--- config.mk ---
export PLATFORM = sky130hd
export DESIGN_NAME = window_color_classifier_flat
export DESIGN_NICKNAME = d
export VERILOG_FILES = /design/src/hdl/wcc_pkg.sv /design/src/hdl/wcc_channels.sv /design/src/hdl/wcc_regs.sv /design/src/hdl/wcc_tally.sv /design/src/hdl/wcc_classify.sv /design/src/hdl/window_color_classifier.sv /design/src/flat_wrapper.sv
export SDC_FILE = /design/constraint.sdc
export NUM_CORES = 1
export LEC_CHECK = 0
export BUFFER_PORTS_ARGS = -buffer_cell sky130_fd_sc_hd__buf_2
export CELL_PAD_IN_SITES_DETAIL_PLACEMENT = 2
export CELL_PAD_IN_SITES_GLOBAL_PLACEMENT = 2
export CORE_AREA = 2 2 237 122
export DETAILED_ROUTE_END_ITERATION = 12
export DIE_AREA = 0 0 239 124
export PLACE_DENSITY_LB_ADDON = 0.3
export SLEW_MARGIN = 20
export SYNTH_ARGS = -nofsm -noshare
export SYNTH_HDL_FRONTEND = slang
export SYNTH_HIERARCHICAL = 1
export SYNTH_SLANG_ARGS = --single-unit
--- constraint.sdc ---
create_clock -name clk -period 5.52 [get_ports clk]
set_input_delay 0.828 -clock clk [delete_from_list [all_inputs] [get_ports clk]]
set_output_delay 0.828 -clock clk [all_outputs]
set_load 0.1 [all_outputs]
--- src/hdl/wcc_pkg.sv ---
// ----------------------------------------------------------------------------
// wcc_pkg
// Shared widths, codes and types of the window color classifier.
// ----------------------------------------------------------------------------
package wcc_pkg;

  localparam int unsigned ValueWidth  = 8;
  localparam int unsigned RowWidth    = 6;
  localparam int unsigned CountWidth  = 14;
  localparam int unsigned ClassWidth  = 3;
  localparam int unsigned ApbAddrWidth = 4;
  localparam int unsigned ApbDataWidth = 32;

  localparam logic [CountWidth-1:0] TallyMax = {CountWidth{1'b1}};

  // Reset values of the configuration registers
  localparam logic [ValueWidth-1:0] ChannelThresholdReset = ValueWidth'(100);
  localparam logic [CountWidth-1:0] CountThresholdReset   = CountWidth'(100);
  localparam logic [RowWidth-1:0]   WindowFirstRowReset   = RowWidth'(55);
  localparam logic [RowWidth-1:0]   WindowLastRowReset    = RowWidth'(63);

  typedef enum logic [ClassWidth-1:0] {
    CLASS_NONE  = 3'd0,
    CLASS_RED   = 3'd1,
    CLASS_GREEN = 3'd2,
    CLASS_BLUE  = 3'd3,
    CLASS_ROBOT = 3'd4
  } color_class_t;

  typedef enum logic [1:0] {
    REG_CHANNEL_THRESHOLD = 2'd0,
    REG_COUNT_THRESHOLD   = 2'd1,
    REG_WINDOW_FIRST_ROW  = 2'd2,
    REG_WINDOW_LAST_ROW   = 2'd3
  } reg_index_t;

  typedef struct packed {
    logic [ValueWidth-1:0] channel_threshold;
    logic [CountWidth-1:0] count_threshold;
    logic [RowWidth-1:0]   window_first_row;
    logic [RowWidth-1:0]   window_last_row;
  } cfg_t;

  typedef struct packed {
    logic [CountWidth-1:0] red;
    logic [CountWidth-1:0] green;
    logic [CountWidth-1:0] blue;
  } tally_t;

endpackage

--- src/hdl/wcc_channels.sv ---
// ----------------------------------------------------------------------------
// wcc_channels
// Valid/ready channels of the classifier: pixel words in, frame results out.
// ----------------------------------------------------------------------------
interface wcc_pixel_if import wcc_pkg::*; ();
  logic                  valid;
  logic                  ready;
  logic [ValueWidth-1:0] red_value;
  logic [ValueWidth-1:0] green_value;
  logic [ValueWidth-1:0] blue_value;
  logic [RowWidth-1:0]   row_number;
  logic                  frame_end;

  modport source (
    output valid, red_value, green_value, blue_value, row_number, frame_end,
    input  ready
  );
  modport sink (
    input  valid, red_value, green_value, blue_value, row_number, frame_end,
    output ready
  );
endinterface

interface wcc_result_if import wcc_pkg::*; ();
  logic                  valid;
  logic                  ready;
  logic [ClassWidth-1:0] color_class;
  logic [CountWidth-1:0] red_count;
  logic [CountWidth-1:0] green_count;
  logic [CountWidth-1:0] blue_count;

  modport source (
    output valid, color_class, red_count, green_count, blue_count,
    input  ready
  );
  modport sink (
    input  valid, color_class, red_count, green_count, blue_count,
    output ready
  );
endinterface

--- src/hdl/wcc_regs.sv ---
// ----------------------------------------------------------------------------
// wcc_regs
// APB register file holding thresholds and the row window.
// ----------------------------------------------------------------------------
module wcc_regs import wcc_pkg::*; (
  input  logic                    clk,
  input  logic                    rst,
  input  logic                    psel,
  input  logic                    penable,
  input  logic                    pwrite,
  input  logic [ApbAddrWidth-1:0] paddr,
  input  logic [ApbDataWidth-1:0] pwdata,
  output logic [ApbDataWidth-1:0] prdata,
  output logic                    pready,
  output cfg_t                    cfg
);

  reg_index_t index;
  logic       wr_en;

  assign index  = reg_index_t'(paddr[3:2]);
  assign wr_en  = psel && penable && pwrite;
  assign pready = 1'b1;

  always_ff @(posedge clk) begin
    if (rst) begin
      cfg.channel_threshold <= ChannelThresholdReset;
      cfg.count_threshold   <= CountThresholdReset;
      cfg.window_first_row  <= WindowFirstRowReset;
      cfg.window_last_row   <= WindowLastRowReset;
    end else if (wr_en) begin
      unique case (index)
        REG_CHANNEL_THRESHOLD: cfg.channel_threshold <= pwdata[ValueWidth-1:0];
        REG_COUNT_THRESHOLD:   cfg.count_threshold   <= pwdata[CountWidth-1:0];
        REG_WINDOW_FIRST_ROW:  cfg.window_first_row  <= pwdata[RowWidth-1:0];
        REG_WINDOW_LAST_ROW:   cfg.window_last_row   <= pwdata[RowWidth-1:0];
        default: ;
      endcase
    end
  end

  always_comb begin
    unique case (index)
      REG_CHANNEL_THRESHOLD: prdata = ApbDataWidth'(cfg.channel_threshold);
      REG_COUNT_THRESHOLD:   prdata = ApbDataWidth'(cfg.count_threshold);
      REG_WINDOW_FIRST_ROW:  prdata = ApbDataWidth'(cfg.window_first_row);
      REG_WINDOW_LAST_ROW:   prdata = ApbDataWidth'(cfg.window_last_row);
      default:               prdata = '0;
    endcase
  end

endmodule

--- src/hdl/wcc_tally.sv ---
// ----------------------------------------------------------------------------
// wcc_tally
// Pixel input register and per-channel saturating tallies; hands the final
// tallies of each frame to the classify stage.
// ----------------------------------------------------------------------------
module wcc_tally import wcc_pkg::*; (
  input  logic  clk,
  input  logic  rst,
  input  cfg_t  cfg,
  wcc_pixel_if.sink pix,
  output logic  frame_valid,
  input  logic  frame_ready,
  output tally_t frame_counts
);

  // input register
  logic                  pix_valid;
  logic [ValueWidth-1:0] red_value;
  logic [ValueWidth-1:0] green_value;
  logic [ValueWidth-1:0] blue_value;
  logic [RowWidth-1:0]   row_number;
  logic                  frame_end;

  tally_t tally;
  tally_t tally_next;
  logic   in_window;
  logic   pix_move;
  logic   frame_free;

  assign frame_free = !frame_valid || frame_ready;
  // a mid-frame word always drains; the last word needs room downstream
  assign pix_move   = pix_valid && (!frame_end || frame_free);
  assign pix.ready  = !pix_valid || pix_move;

  assign in_window = (row_number >= cfg.window_first_row) &&
                     (row_number <= cfg.window_last_row);

  always_comb begin
    tally_next = tally;
    if (in_window) begin
      if (red_value > cfg.channel_threshold && tally.red != TallyMax)
        tally_next.red = tally.red + 1'b1;
      if (green_value > cfg.channel_threshold && tally.green != TallyMax)
        tally_next.green = tally.green + 1'b1;
      if (blue_value > cfg.channel_threshold && tally.blue != TallyMax)
        tally_next.blue = tally.blue + 1'b1;
    end
  end

  always_ff @(posedge clk) begin
    if (rst) begin
      pix_valid <= 1'b0;
    end else if (pix.valid && pix.ready) begin
      pix_valid <= 1'b1;
    end else if (pix_move) begin
      pix_valid <= 1'b0;
    end
  end

  always_ff @(posedge clk) begin
    if (pix.valid && pix.ready) begin
      red_value   <= pix.red_value;
      green_value <= pix.green_value;
      blue_value  <= pix.blue_value;
      row_number  <= pix.row_number;
      frame_end   <= pix.frame_end;
    end
  end

  always_ff @(posedge clk) begin
    if (rst) begin
      tally <= '0;
    end else if (pix_move) begin
      tally <= frame_end ? '0 : tally_next;
    end
  end

  always_ff @(posedge clk) begin
    if (rst) begin
      frame_valid <= 1'b0;
    end else if (pix_move && frame_end) begin
      frame_valid <= 1'b1;
    end else if (frame_ready) begin
      frame_valid <= 1'b0;
    end
  end

  always_ff @(posedge clk) begin
    if (pix_move && frame_end) begin
      frame_counts <= tally_next;
    end
  end

endmodule

--- src/hdl/wcc_classify.sv ---
// ----------------------------------------------------------------------------
// wcc_classify
// Decides the frame's color class and holds the result word for the sink.
// ----------------------------------------------------------------------------
module wcc_classify import wcc_pkg::*; (
  input  logic   clk,
  input  logic   rst,
  input  cfg_t   cfg,
  input  logic   frame_valid,
  output logic   frame_ready,
  input  tally_t frame_counts,
  wcc_result_if.source res
);

  color_class_t class_next;
  logic         res_valid;
  logic         robot;

  assign robot = (frame_counts.red   > cfg.count_threshold) &&
                 (frame_counts.green > cfg.count_threshold) &&
                 (frame_counts.blue  > cfg.count_threshold);

  always_comb begin
    priority if (robot) begin
      class_next = CLASS_ROBOT;
    end else if (frame_counts.red > frame_counts.green &&
                 frame_counts.red > frame_counts.blue) begin
      class_next = CLASS_RED;
    end else if (frame_counts.green > frame_counts.red &&
                 frame_counts.green > frame_counts.blue) begin
      class_next = CLASS_GREEN;
    end else if (frame_counts.blue > frame_counts.red &&
                 frame_counts.blue > frame_counts.green) begin
      class_next = CLASS_BLUE;
    end else begin
      class_next = CLASS_NONE;
    end
  end

  assign frame_ready = !res_valid || res.ready;
  assign res.valid   = res_valid;

  always_ff @(posedge clk) begin
    if (rst) begin
      res_valid <= 1'b0;
    end else if (frame_valid && frame_ready) begin
      res_valid <= 1'b1;
    end else if (res.ready) begin
      res_valid <= 1'b0;
    end
  end

  always_ff @(posedge clk) begin
    if (frame_valid && frame_ready) begin
      res.color_class <= class_next;
      res.red_count   <= frame_counts.red;
      res.green_count <= frame_counts.green;
      res.blue_count  <= frame_counts.blue;
    end
  end

endmodule

--- src/hdl/window_color_classifier.sv ---
// ----------------------------------------------------------------------------
// window_color_classifier
// Counts bright pixels per channel in a row window and classifies each frame.
// ----------------------------------------------------------------------------
// Usage:
//   pix carries one pixel word per handshake (r, g, b, row, frame_end).
//   res carries one result word per frame: color class plus the three
//   channel tallies, taken after the frame_end pixel has been counted.
//   The APB port sets the channel threshold, the count threshold and the
//   first/last row of the window; write it only while the block is idle.
// Timing:
//   Throughput is one pixel word per clock unless a stall holds the
//   frame_end pixel. A frame_end pixel passes the input register, the
//   tally stage and the result register before its result word is valid.
// Reset (rst, synchronous): tallies cleared, both channels empty, registers
//   back to threshold 100, count threshold 100, window rows 55..63.
// Stall: a held result word plus one finished frame waiting behind it block
//   the next frame_end pixel; mid-frame pixels keep flowing until that pixel
//   is reached, then pix.ready drops.
// ----------------------------------------------------------------------------
module window_color_classifier import wcc_pkg::*; (
  input  logic                    clk,
  input  logic                    rst,
  input  logic                    psel,
  input  logic                    penable,
  input  logic                    pwrite,
  input  logic [ApbAddrWidth-1:0] paddr,
  input  logic [ApbDataWidth-1:0] pwdata,
  output logic [ApbDataWidth-1:0] prdata,
  output logic                    pready,
  wcc_pixel_if.sink               pix,
  wcc_result_if.source            res
);

  cfg_t   cfg;
  logic   frame_valid;
  logic   frame_ready;
  tally_t frame_counts;

  // configuration registers
  wcc_regs u_regs (
    .clk     (clk),
    .rst     (rst),
    .psel    (psel),
    .penable (penable),
    .pwrite  (pwrite),
    .paddr   (paddr),
    .pwdata  (pwdata),
    .prdata  (prdata),
    .pready  (pready),
    .cfg     (cfg)
  );

  // pixel register + tallies; emits final tallies on frame_end
  wcc_tally u_tally (
    .clk          (clk),
    .rst          (rst),
    .cfg          (cfg),
    .pix          (pix),
    .frame_valid  (frame_valid),
    .frame_ready  (frame_ready),
    .frame_counts (frame_counts)
  );

  // class decision + output register
  wcc_classify u_classify (
    .clk          (clk),
    .rst          (rst),
    .cfg          (cfg),
    .frame_valid  (frame_valid),
    .frame_ready  (frame_ready),
    .frame_counts (frame_counts),
    .res          (res)
  );

endmodule

--- src/flat_wrapper.sv ---
// flat-port wrapper written by rule: the top's interface ports become plain ports
module window_color_classifier_flat import wcc_pkg::*;
  (clk, rst, psel, penable, pwrite, paddr, pwdata, prdata, pready, pix_valid, pix_red_value, pix_green_value, pix_blue_value, pix_row_number, pix_frame_end, pix_ready, res_valid, res_color_class, res_red_count, res_green_count, res_blue_count, res_ready);
  wcc_pixel_if pix_i ();
  wcc_result_if res_i ();
  input  logic clk;
  input  logic rst;
  input  logic psel;
  input  logic penable;
  input  logic pwrite;
  input  logic [ApbAddrWidth-1:0] paddr;
  input  logic [ApbDataWidth-1:0] pwdata;
  output logic [ApbDataWidth-1:0] prdata;
  output logic pready;
  input wire logic [$bits(pix_i.valid)-1:0] pix_valid;
  input wire logic [$bits(pix_i.red_value)-1:0] pix_red_value;
  input wire logic [$bits(pix_i.green_value)-1:0] pix_green_value;
  input wire logic [$bits(pix_i.blue_value)-1:0] pix_blue_value;
  input wire logic [$bits(pix_i.row_number)-1:0] pix_row_number;
  input wire logic [$bits(pix_i.frame_end)-1:0] pix_frame_end;
  output wire logic [$bits(pix_i.ready)-1:0] pix_ready;
  output wire logic [$bits(res_i.valid)-1:0] res_valid;
  output wire logic [$bits(res_i.color_class)-1:0] res_color_class;
  output wire logic [$bits(res_i.red_count)-1:0] res_red_count;
  output wire logic [$bits(res_i.green_count)-1:0] res_green_count;
  output wire logic [$bits(res_i.blue_count)-1:0] res_blue_count;
  input wire logic [$bits(res_i.ready)-1:0] res_ready;
  assign pix_i.valid = pix_valid;
  assign pix_i.red_value = pix_red_value;
  assign pix_i.green_value = pix_green_value;
  assign pix_i.blue_value = pix_blue_value;
  assign pix_i.row_number = pix_row_number;
  assign pix_i.frame_end = pix_frame_end;
  assign pix_ready = pix_i.ready;
  assign res_valid = res_i.valid;
  assign res_color_class = res_i.color_class;
  assign res_red_count = res_i.red_count;
  assign res_green_count = res_i.green_count;
  assign res_blue_count = res_i.blue_count;
  assign res_i.ready = res_ready;
  window_color_classifier u_core (.clk(clk), .rst(rst), .psel(psel), .penable(penable), .pwrite(pwrite), .paddr(paddr), .pwdata(pwdata), .prdata(prdata), .pready(pready), .pix(pix_i), .res(res_i));
endmodule
==> run metrics, run 1 <==
Tmin final 3.42 ns; Final ANT Viol Nets 0; Hold Path Class reg2reg; fraction of the mapped netlist area in compound gates 12.6%; most used cell, CP buf_2; min-delay src u_core/u_tally/frame_counts[0]; wire per inst 24.6 µm; CP cell instances buf_2, nor2b_2, and2_1, buf_2; Post-synth ARST share 0%; Mapped Cells 1052; Synth Flop Type edfxtp_1; Max Fclk 0.292 GHz; PortBufs 114; Max clock buf depth 2; Crit Path Max Fanout 19; setup_tns 0 ns; routed vias/inst 5.86; cts hold-fix bufs 0; first-pass GRT wire length 56.6 mm; IO Count 154; share of cells above drive strength 1 15.9%; Place WS 2.11 ns; crit path from paddr[2]; Worst EP required 4.69 ns; final core occ 45.9%; maxcap violations 0; Synth Area in XOR/XNOR 3.05%; endpoints failing setup 0; Slew @ Worst Pin 1.10 ns; post-synthesis average cell area 10.6 µm²; Max VDD drop 252 µV; htree depth 4; crit path launch type input pin; Yosys cell types 77; Clock Sinks 197; run status completed; DR pass1 iterations 4; Lkg Pwr 0.00542 µW; CP Capture Type output pin; Pwr Density 262 nW/µm²; Die X 239 µm; Clk Latency, worst-skew pair 0.47 ns; Synth Area in Adders 13.7%; Inserted Diodes 0; worst path arrival time 2.60 ns; Root Buffer clkbuf_16; Reg clk slew, reported paths 0.07 ns; Die Ht 124 µm; largest net degree at the start of global routing 65; final hold vios 0; commonest non-fill, non-tap cells in the layout ha_1 (123), edfxtp_1 (118), buf_2 (114); Post-Place Cells 1487; commonest non-fill, non-tap cell in the layout ha_1; slowest CP cell nor2b_2; Num CTS Buffers 17; global-route usage over all layers 25.9%; DP Wirelength 27.3 mm; vias post-DR 8900; DRC violations left 0; max incr delay on CP 0.79 ns; Die Area 29600 µm²; initial antenna violation count 0; Final Slew Violations 0; fin crit share 62.0%; Nets 1344; Seq/Total Area, Yosys 45.8%; Final Routed Wirelength 37.4 mm; std cell rows 43; CTS tree built; FF-to-FF Start u_core/u_tally/tally[28]; Initial Utilization 40.8%; FILL cells 2864; Post-synth EDFFs 118; multiplexer share of the synthesized area 4.28%; Resized Gates After CTS 0; vias in the first global route 9529; synthesized area 11200 µm²; worst rel slew slack 26.4%; RSZ-0062 raised after global routing no; count of non-filler cells in the finished layout 1520; Layout Skew 0.00961 ns; GRT Residual Overflow 0; register bit total from synthesis 197; largest family of logic cells by synthesized area simple AND/OR/NAND/NOR gates; Synth warnings 6; global placement routability congestion 0.861; Layout area overhead 12.5%; kind of critical path in2out; post-synthesis simple-gate area fraction 14.6%; iteration-0 DRC count of the detailed router 605; Final WS setup 2.10 ns; Setup Buffers After CTS 0; core area 27400 µm²
state kept, by name, summed over array words and instances, names as in the netlist, 8 cells and up:
| signal | cells |
|---|---|
| u_core/u_classify/res.green_count | 14 |
| u_core/u_tally/blue_value | 8 |
| u_core/u_tally/frame_counts | 42 |
| u_core/u_regs/cfg | 34 |
| u_core/u_classify/res.blue_count | 14 |
| u_core/u_classify/res.red_count | 14 |
| u_core/u_tally/tally | 42 |
| u_core/u_tally/red_value | 8 |
| u_core/u_tally/green_value | 8 |
cell type report:
type	count	area [µm²]	share of cell area [%]
Timing Repair Buffer	119	628	4.99
Tap cell	360	450	3.57
Sequential cell	197	5120	40.7
Clock inverter	12	151	1.20
Clock buffer	20	437	3.47
Inverter	84	315	2.50
Multi-Input combinational cell	728	5490	43.6
worst paths after layout:
check	end	slack (ns)	depth (start not counted)
hold reg to reg	u_core/u_classify/res.blue_count[0]	0.47	0
setup / recovery	prdata[10]	2.10	4
setup reg to reg	u_core/u_tally/frame_counts[34]	2.20	8
hold / removal	u_core/u_classify/res.blue_count[0]	0.47	0
layer usage:
layer	up-vias	wire length [µm]	track usage [%]
met1	4580	16800	32.9
met3	55	1500	4.26
met5	-	0	0
li1	4041	-	-
met4	0	857	9.22
met2	224	18300	45.2
logic make-up (layout without fill, tap and decap cells):
logic type,count (synthesis),in the layout
XOR/XNOR,39,39
flip-flops,197,197
multiplexers,40,40
AO/OA/AOI/OAI,203,203
AND/OR/NAND/NOR,304,304
buffers and inverters,144,235
adder cells (fa/ha/maj),123,123
other,2,19
stage by stage:
stage	cell area, µm²	total power, µW	hold WS [ns]
2_1_floorplan	11300	1910	0.423
3_3_place_gp	12000	1990	0.445
3_5_place_dp	12000	2010	0.453
4_1_cts	12600	3330	0.472
5_1_grt	12600	3420	0.502
6_report	12600	3300	0.474
power breakdown:
group          total, µW  switching, µW  internal (µW)  leakage [µW]
Sequential          1620           29.8           1590       0.00184
Combinational        364            270           93.7       0.00330
Clock               1320            607            714      0.000282
synth_stat cells, types with 3 or more instances:
master      n  area [µm²]
a211o_1     4        35.0
a211oi_1    5        37.5
a21bo_1     3        30.0
a21bo_2     3        30.0
a21o_1     22         165
a21oi_1    46         230
a21oi_2     3        26.3
a221o_1     4        40.0
a221oi_1    3        26.3
a31o_2      6        52.6
a31oi_1    24         150
a41oi_1     5        43.8
and2_1     12        75.1
and3_1     15        93.8
and4_1     11        96.3
buf_2       6        30.0
buf_4      21         158
buf_6       5        56.3
clkbuf_1   26        97.6
dfxtp_1    79        1580
edfxtp_1  118        3540
ha_1      123        1540
inv_1      83         312
mux2_2      3        33.8
mux2i_1    31         310
mux4_2      6         135
nand2_1    61         229
nand2b_1   19         119
nand3_1    46         230
nand4_1    22         138
nor2_1     57         214
nor2b_1     8        50.1
nor3_1     10        50.1
nor4_1      7        43.8
o211ai_1   17         128
o21ai_0    25         125
o311ai_0    4        35.0
o31a_1      3        26.3
o31ai_1     6        45.0
or3_1       9        56.3
or4_1       9        67.6
xnor2_1    21         184
xor2_1     18         158
worst max-delay path: cells and delay by family:
| kind | cells | cell delay, ns |
|---|---|---|
| simple gates | 2 | 1.03 |
| buf+inv | 2 | 0.72 |
(Power assumes the default switching activity.)
==> run 2, diff against run 1 <==
ABC_AREA = 1   (was default)
CORE_AREA = 2 2 265 136   (was 2 2 237 122)
DIE_AREA = 0 0 267 138   (was 0 0 239 124)
clock period = 3.4 ns   (was 5.52 ns; I/O delays follow)
==> run 2 against run 1 <==
  * Worst hold slack worse by 0.26 ns
  * Non-clock buffer count up 11
  * Critical endpoint is now u_core/u_tally/tally[35]
  * Cell count up 38%
==> run metrics, run 2 <==
critical path's top delay family simple AND/OR/NAND/NOR gates; DP Wirelength 32.7 mm; Tmin final 2.85 ns; first-pass GRT wire length 65.1 mm; worst path arrival time 3.16 ns; global-route usage over all layers 23.4%; largest family of logic cells by synthesized area simple AND/OR/NAND/NOR gates; register bit total from synthesis 197; Die Ht 138 µm; Yosys cell types 39; Die Area 36800 µm²; CP bufs+invs 3; RSZ-0062 raised after global routing no; Pwr Density 408 nW/µm²; crit path launch type flip-flop; Post-Place Cells 2059; Setup Buffers After CTS 0; std cell rows 49; dominant cell type by area after synthesis edfxtp_1; fin crit share 83.8%; Clock Sinks 197; core area 35000 µm²; post-synthesis simple-gate area fraction 29.9%; list of most frequent post-synthesis cells nand2_1 (469), inv_1 (214), ha_1 (123); Synth Area in XOR/XNOR 0.220%; final hold vios 0; global placement routability congestion 0.813; Seq/Total Area, Yosys 42.8%; Mapped Cells 1479; Post-Layout Inst Area 13600 µm²; Area contributors post-synth edfxtp_1 (30%), nand2_1 (15%), dfxtp_1 (13%), ha_1 (13%), inv_1 (6.7%); worst rel slew slack 50.8%; DRC violations left 0; CTS tree built; Layout area overhead 14.0%; Yosys top cell area share 29.6%; Nets 1791; Root Buffer clkbuf_16; wire per inst 20.1 µm; Die X 267 µm; initial antenna violation count 1; reg2reg setup slack 0.55 ns; PortBufs 114; routed vias/inst 4.94; DR pass1 iterations 5; Synth Flop Type edfxtp_1; Resized Gates After CTS 0; IO Count 154; synthesized area 12000 µm²; count of non-filler cells in the finished layout 2092; Clk Latency, worst-skew pair 0.47 ns; Reg clk slew, reported paths 0.08 ns; vias in the first global route 11081; dpl cell area 13000 µm²; FF-to-FF path depth 15; multiplexer share of the synthesized area 0%; commonest non-fill, non-tap cells in the layout nand2_1 (469), inv_1 (213), ha_1 (123); Max VDD drop 309 µV; cts hold-fix bufs 0; largest net degree at the start of global routing 46; Final ANT Viol Nets 0; Synth Area in Adders 12.9%; Final Slew Violations 0; setup_tns 0 ns; CP Capture Type flip-flop; Crit Path Max Fanout 25; Worst EP required 3.71 ns; WP depth 15; commonest non-fill, non-tap cell in the layout nand2_1; Slew @ Worst Pin 0.736 ns; vias post-DR 10331; most used cell, CP nand2_1; slowest CP cell nand2_1; Hold Path Class in2reg; share of cells above drive strength 1 14.7%; fraction of the mapped netlist area in compound gates 4.28%; Num CTS Buffers 17; iteration-0 DRC count of the detailed router 692; Post-synth EDFFs 118; kind of critical path reg2reg; most frequent cell after synthesis nand2_1; CP cell instances inv_1, ha_1, nand2_1, nand2_1, nand2_1, nand3_1, nand2_1, nand2_1, inv_1, buf_4, nand3_1, nand2_1, nand2_1, nand2_1, a21oi_1; post-synthesis average cell area 8.09 µm²; Initial Utilization 34.2%; max incr delay on CP 0.41 ns; total power 5570 µW; Max Fclk 0.351 GHz; Post-synth ARST share 0%; maxcap violations 0; Max clock buf depth 2; hold path depth 1; Lkg Pwr 0.00627 µW; Synth warnings 6; largest registers u_core/u_tally/frame_counts: 42 flops, u_core/u_tally/tally: 42 flops, u_core/u_regs/cfg: 34 flops; htree depth 4; GRT Residual Overflow 0; run status completed; Final Routed Wirelength 42.0 mm; Layout Skew 0.0144 ns; endpoints failing setup 0
-- run 2: cell types whose count changed after synthesis, moves of 21 or more --
cell / before / now
nand2_1: 61 / 469
nand3_1: 46 / 100
a31oi_1: 24 / 0
a21oi_1: 46 / 74
o21ai_0: 25 / 2
nor2_1: 57 / 94
mux2i_1: 31 / 0
inv_1: 83 / 214
xnor2_1: 21 / 0
nand3_2: 2 / 23
a21o_1: 22 / 0
-- run 2: through the flow --
stage / setup WS [ns] / utilization, % / hold slack (ns)
floorplan: 0.0886 / - / 0.426
global placement: 0.732 / 37.2 / 0.438
detailed placement: 0.591 / 37.2 / 0.463
CTS: 0.546 / 39.0 / 0.184
global route: 0.327 / 39.0 / 0.178
finish: 0.552 / 39.0 / 0.212
-- run 2: path summary, 6_finish.rpt --
path | startpoint | end
setup / recovery | u_core/u_regs/cfg[1] | u_core/u_tally/tally[35]
hold reg to reg | u_core/u_tally/frame_counts[0] | u_core/u_classify/res.blue_count[0]
setup reg to reg | u_core/u_regs/cfg[1] | u_core/u_tally/tally[35]
hold / removal | pix_red_value[4] | u_core/u_tally/red_value[4]
-- run 2: cells by family after synthesis --
kind of cell             Yosys count
AND/OR/NAND/NOR                  787
buffers and inverters            275
flip-flops                       197
adder cells (fa/ha/maj)          123
AO/OA/AOI/OAI                     92
XOR/XNOR                           3
other                              2
-- run 2: area by class of cell --
class | instances | area (µm²)
Timing Repair Buffer | 130 | 703
Fill cell | 4009 | 21400
Tap cell | 484 | 606
Multi-Input combinational cell | 1024 | 5750
Clock buffer | 18 | 429
Clock inverter | 14 | 191
Antenna cell | 1 | 2.50
Sequential cell | 197 | 5120
Inverter | 224 | 841
-- run 2: report_power, final --
group / switching [µW] / total [µW] / internal (µW)
Sequential: 40.3 / 2620 / 2580
Clock: 1030 / 2220 / 1190
Combinational: 579 / 729 / 150
-- run 2: worst register-to-register path, delay by kind of cell (launching register included) --
kind                     cells  cell delay (ns)
AND/OR/NAND/NOR             10             1.25
AO/OA/AOI/OAI                1             0.06
flip-flops                   1             0.38
adder cells (fa/ha/maj)      1             0.33
buffers and inverters        3             0.67
-- run 2: layer usage --
| layer | wire (µm) | GRT usage (%) |
|---|---|---|
| met1 | 21600 | 35.1 |
| met3 | 1870 | 4.36 |
| met4 | 544 | 4.97 |
| met2 | 17900 | 34.9 |
| met5 | 0 | 0 |
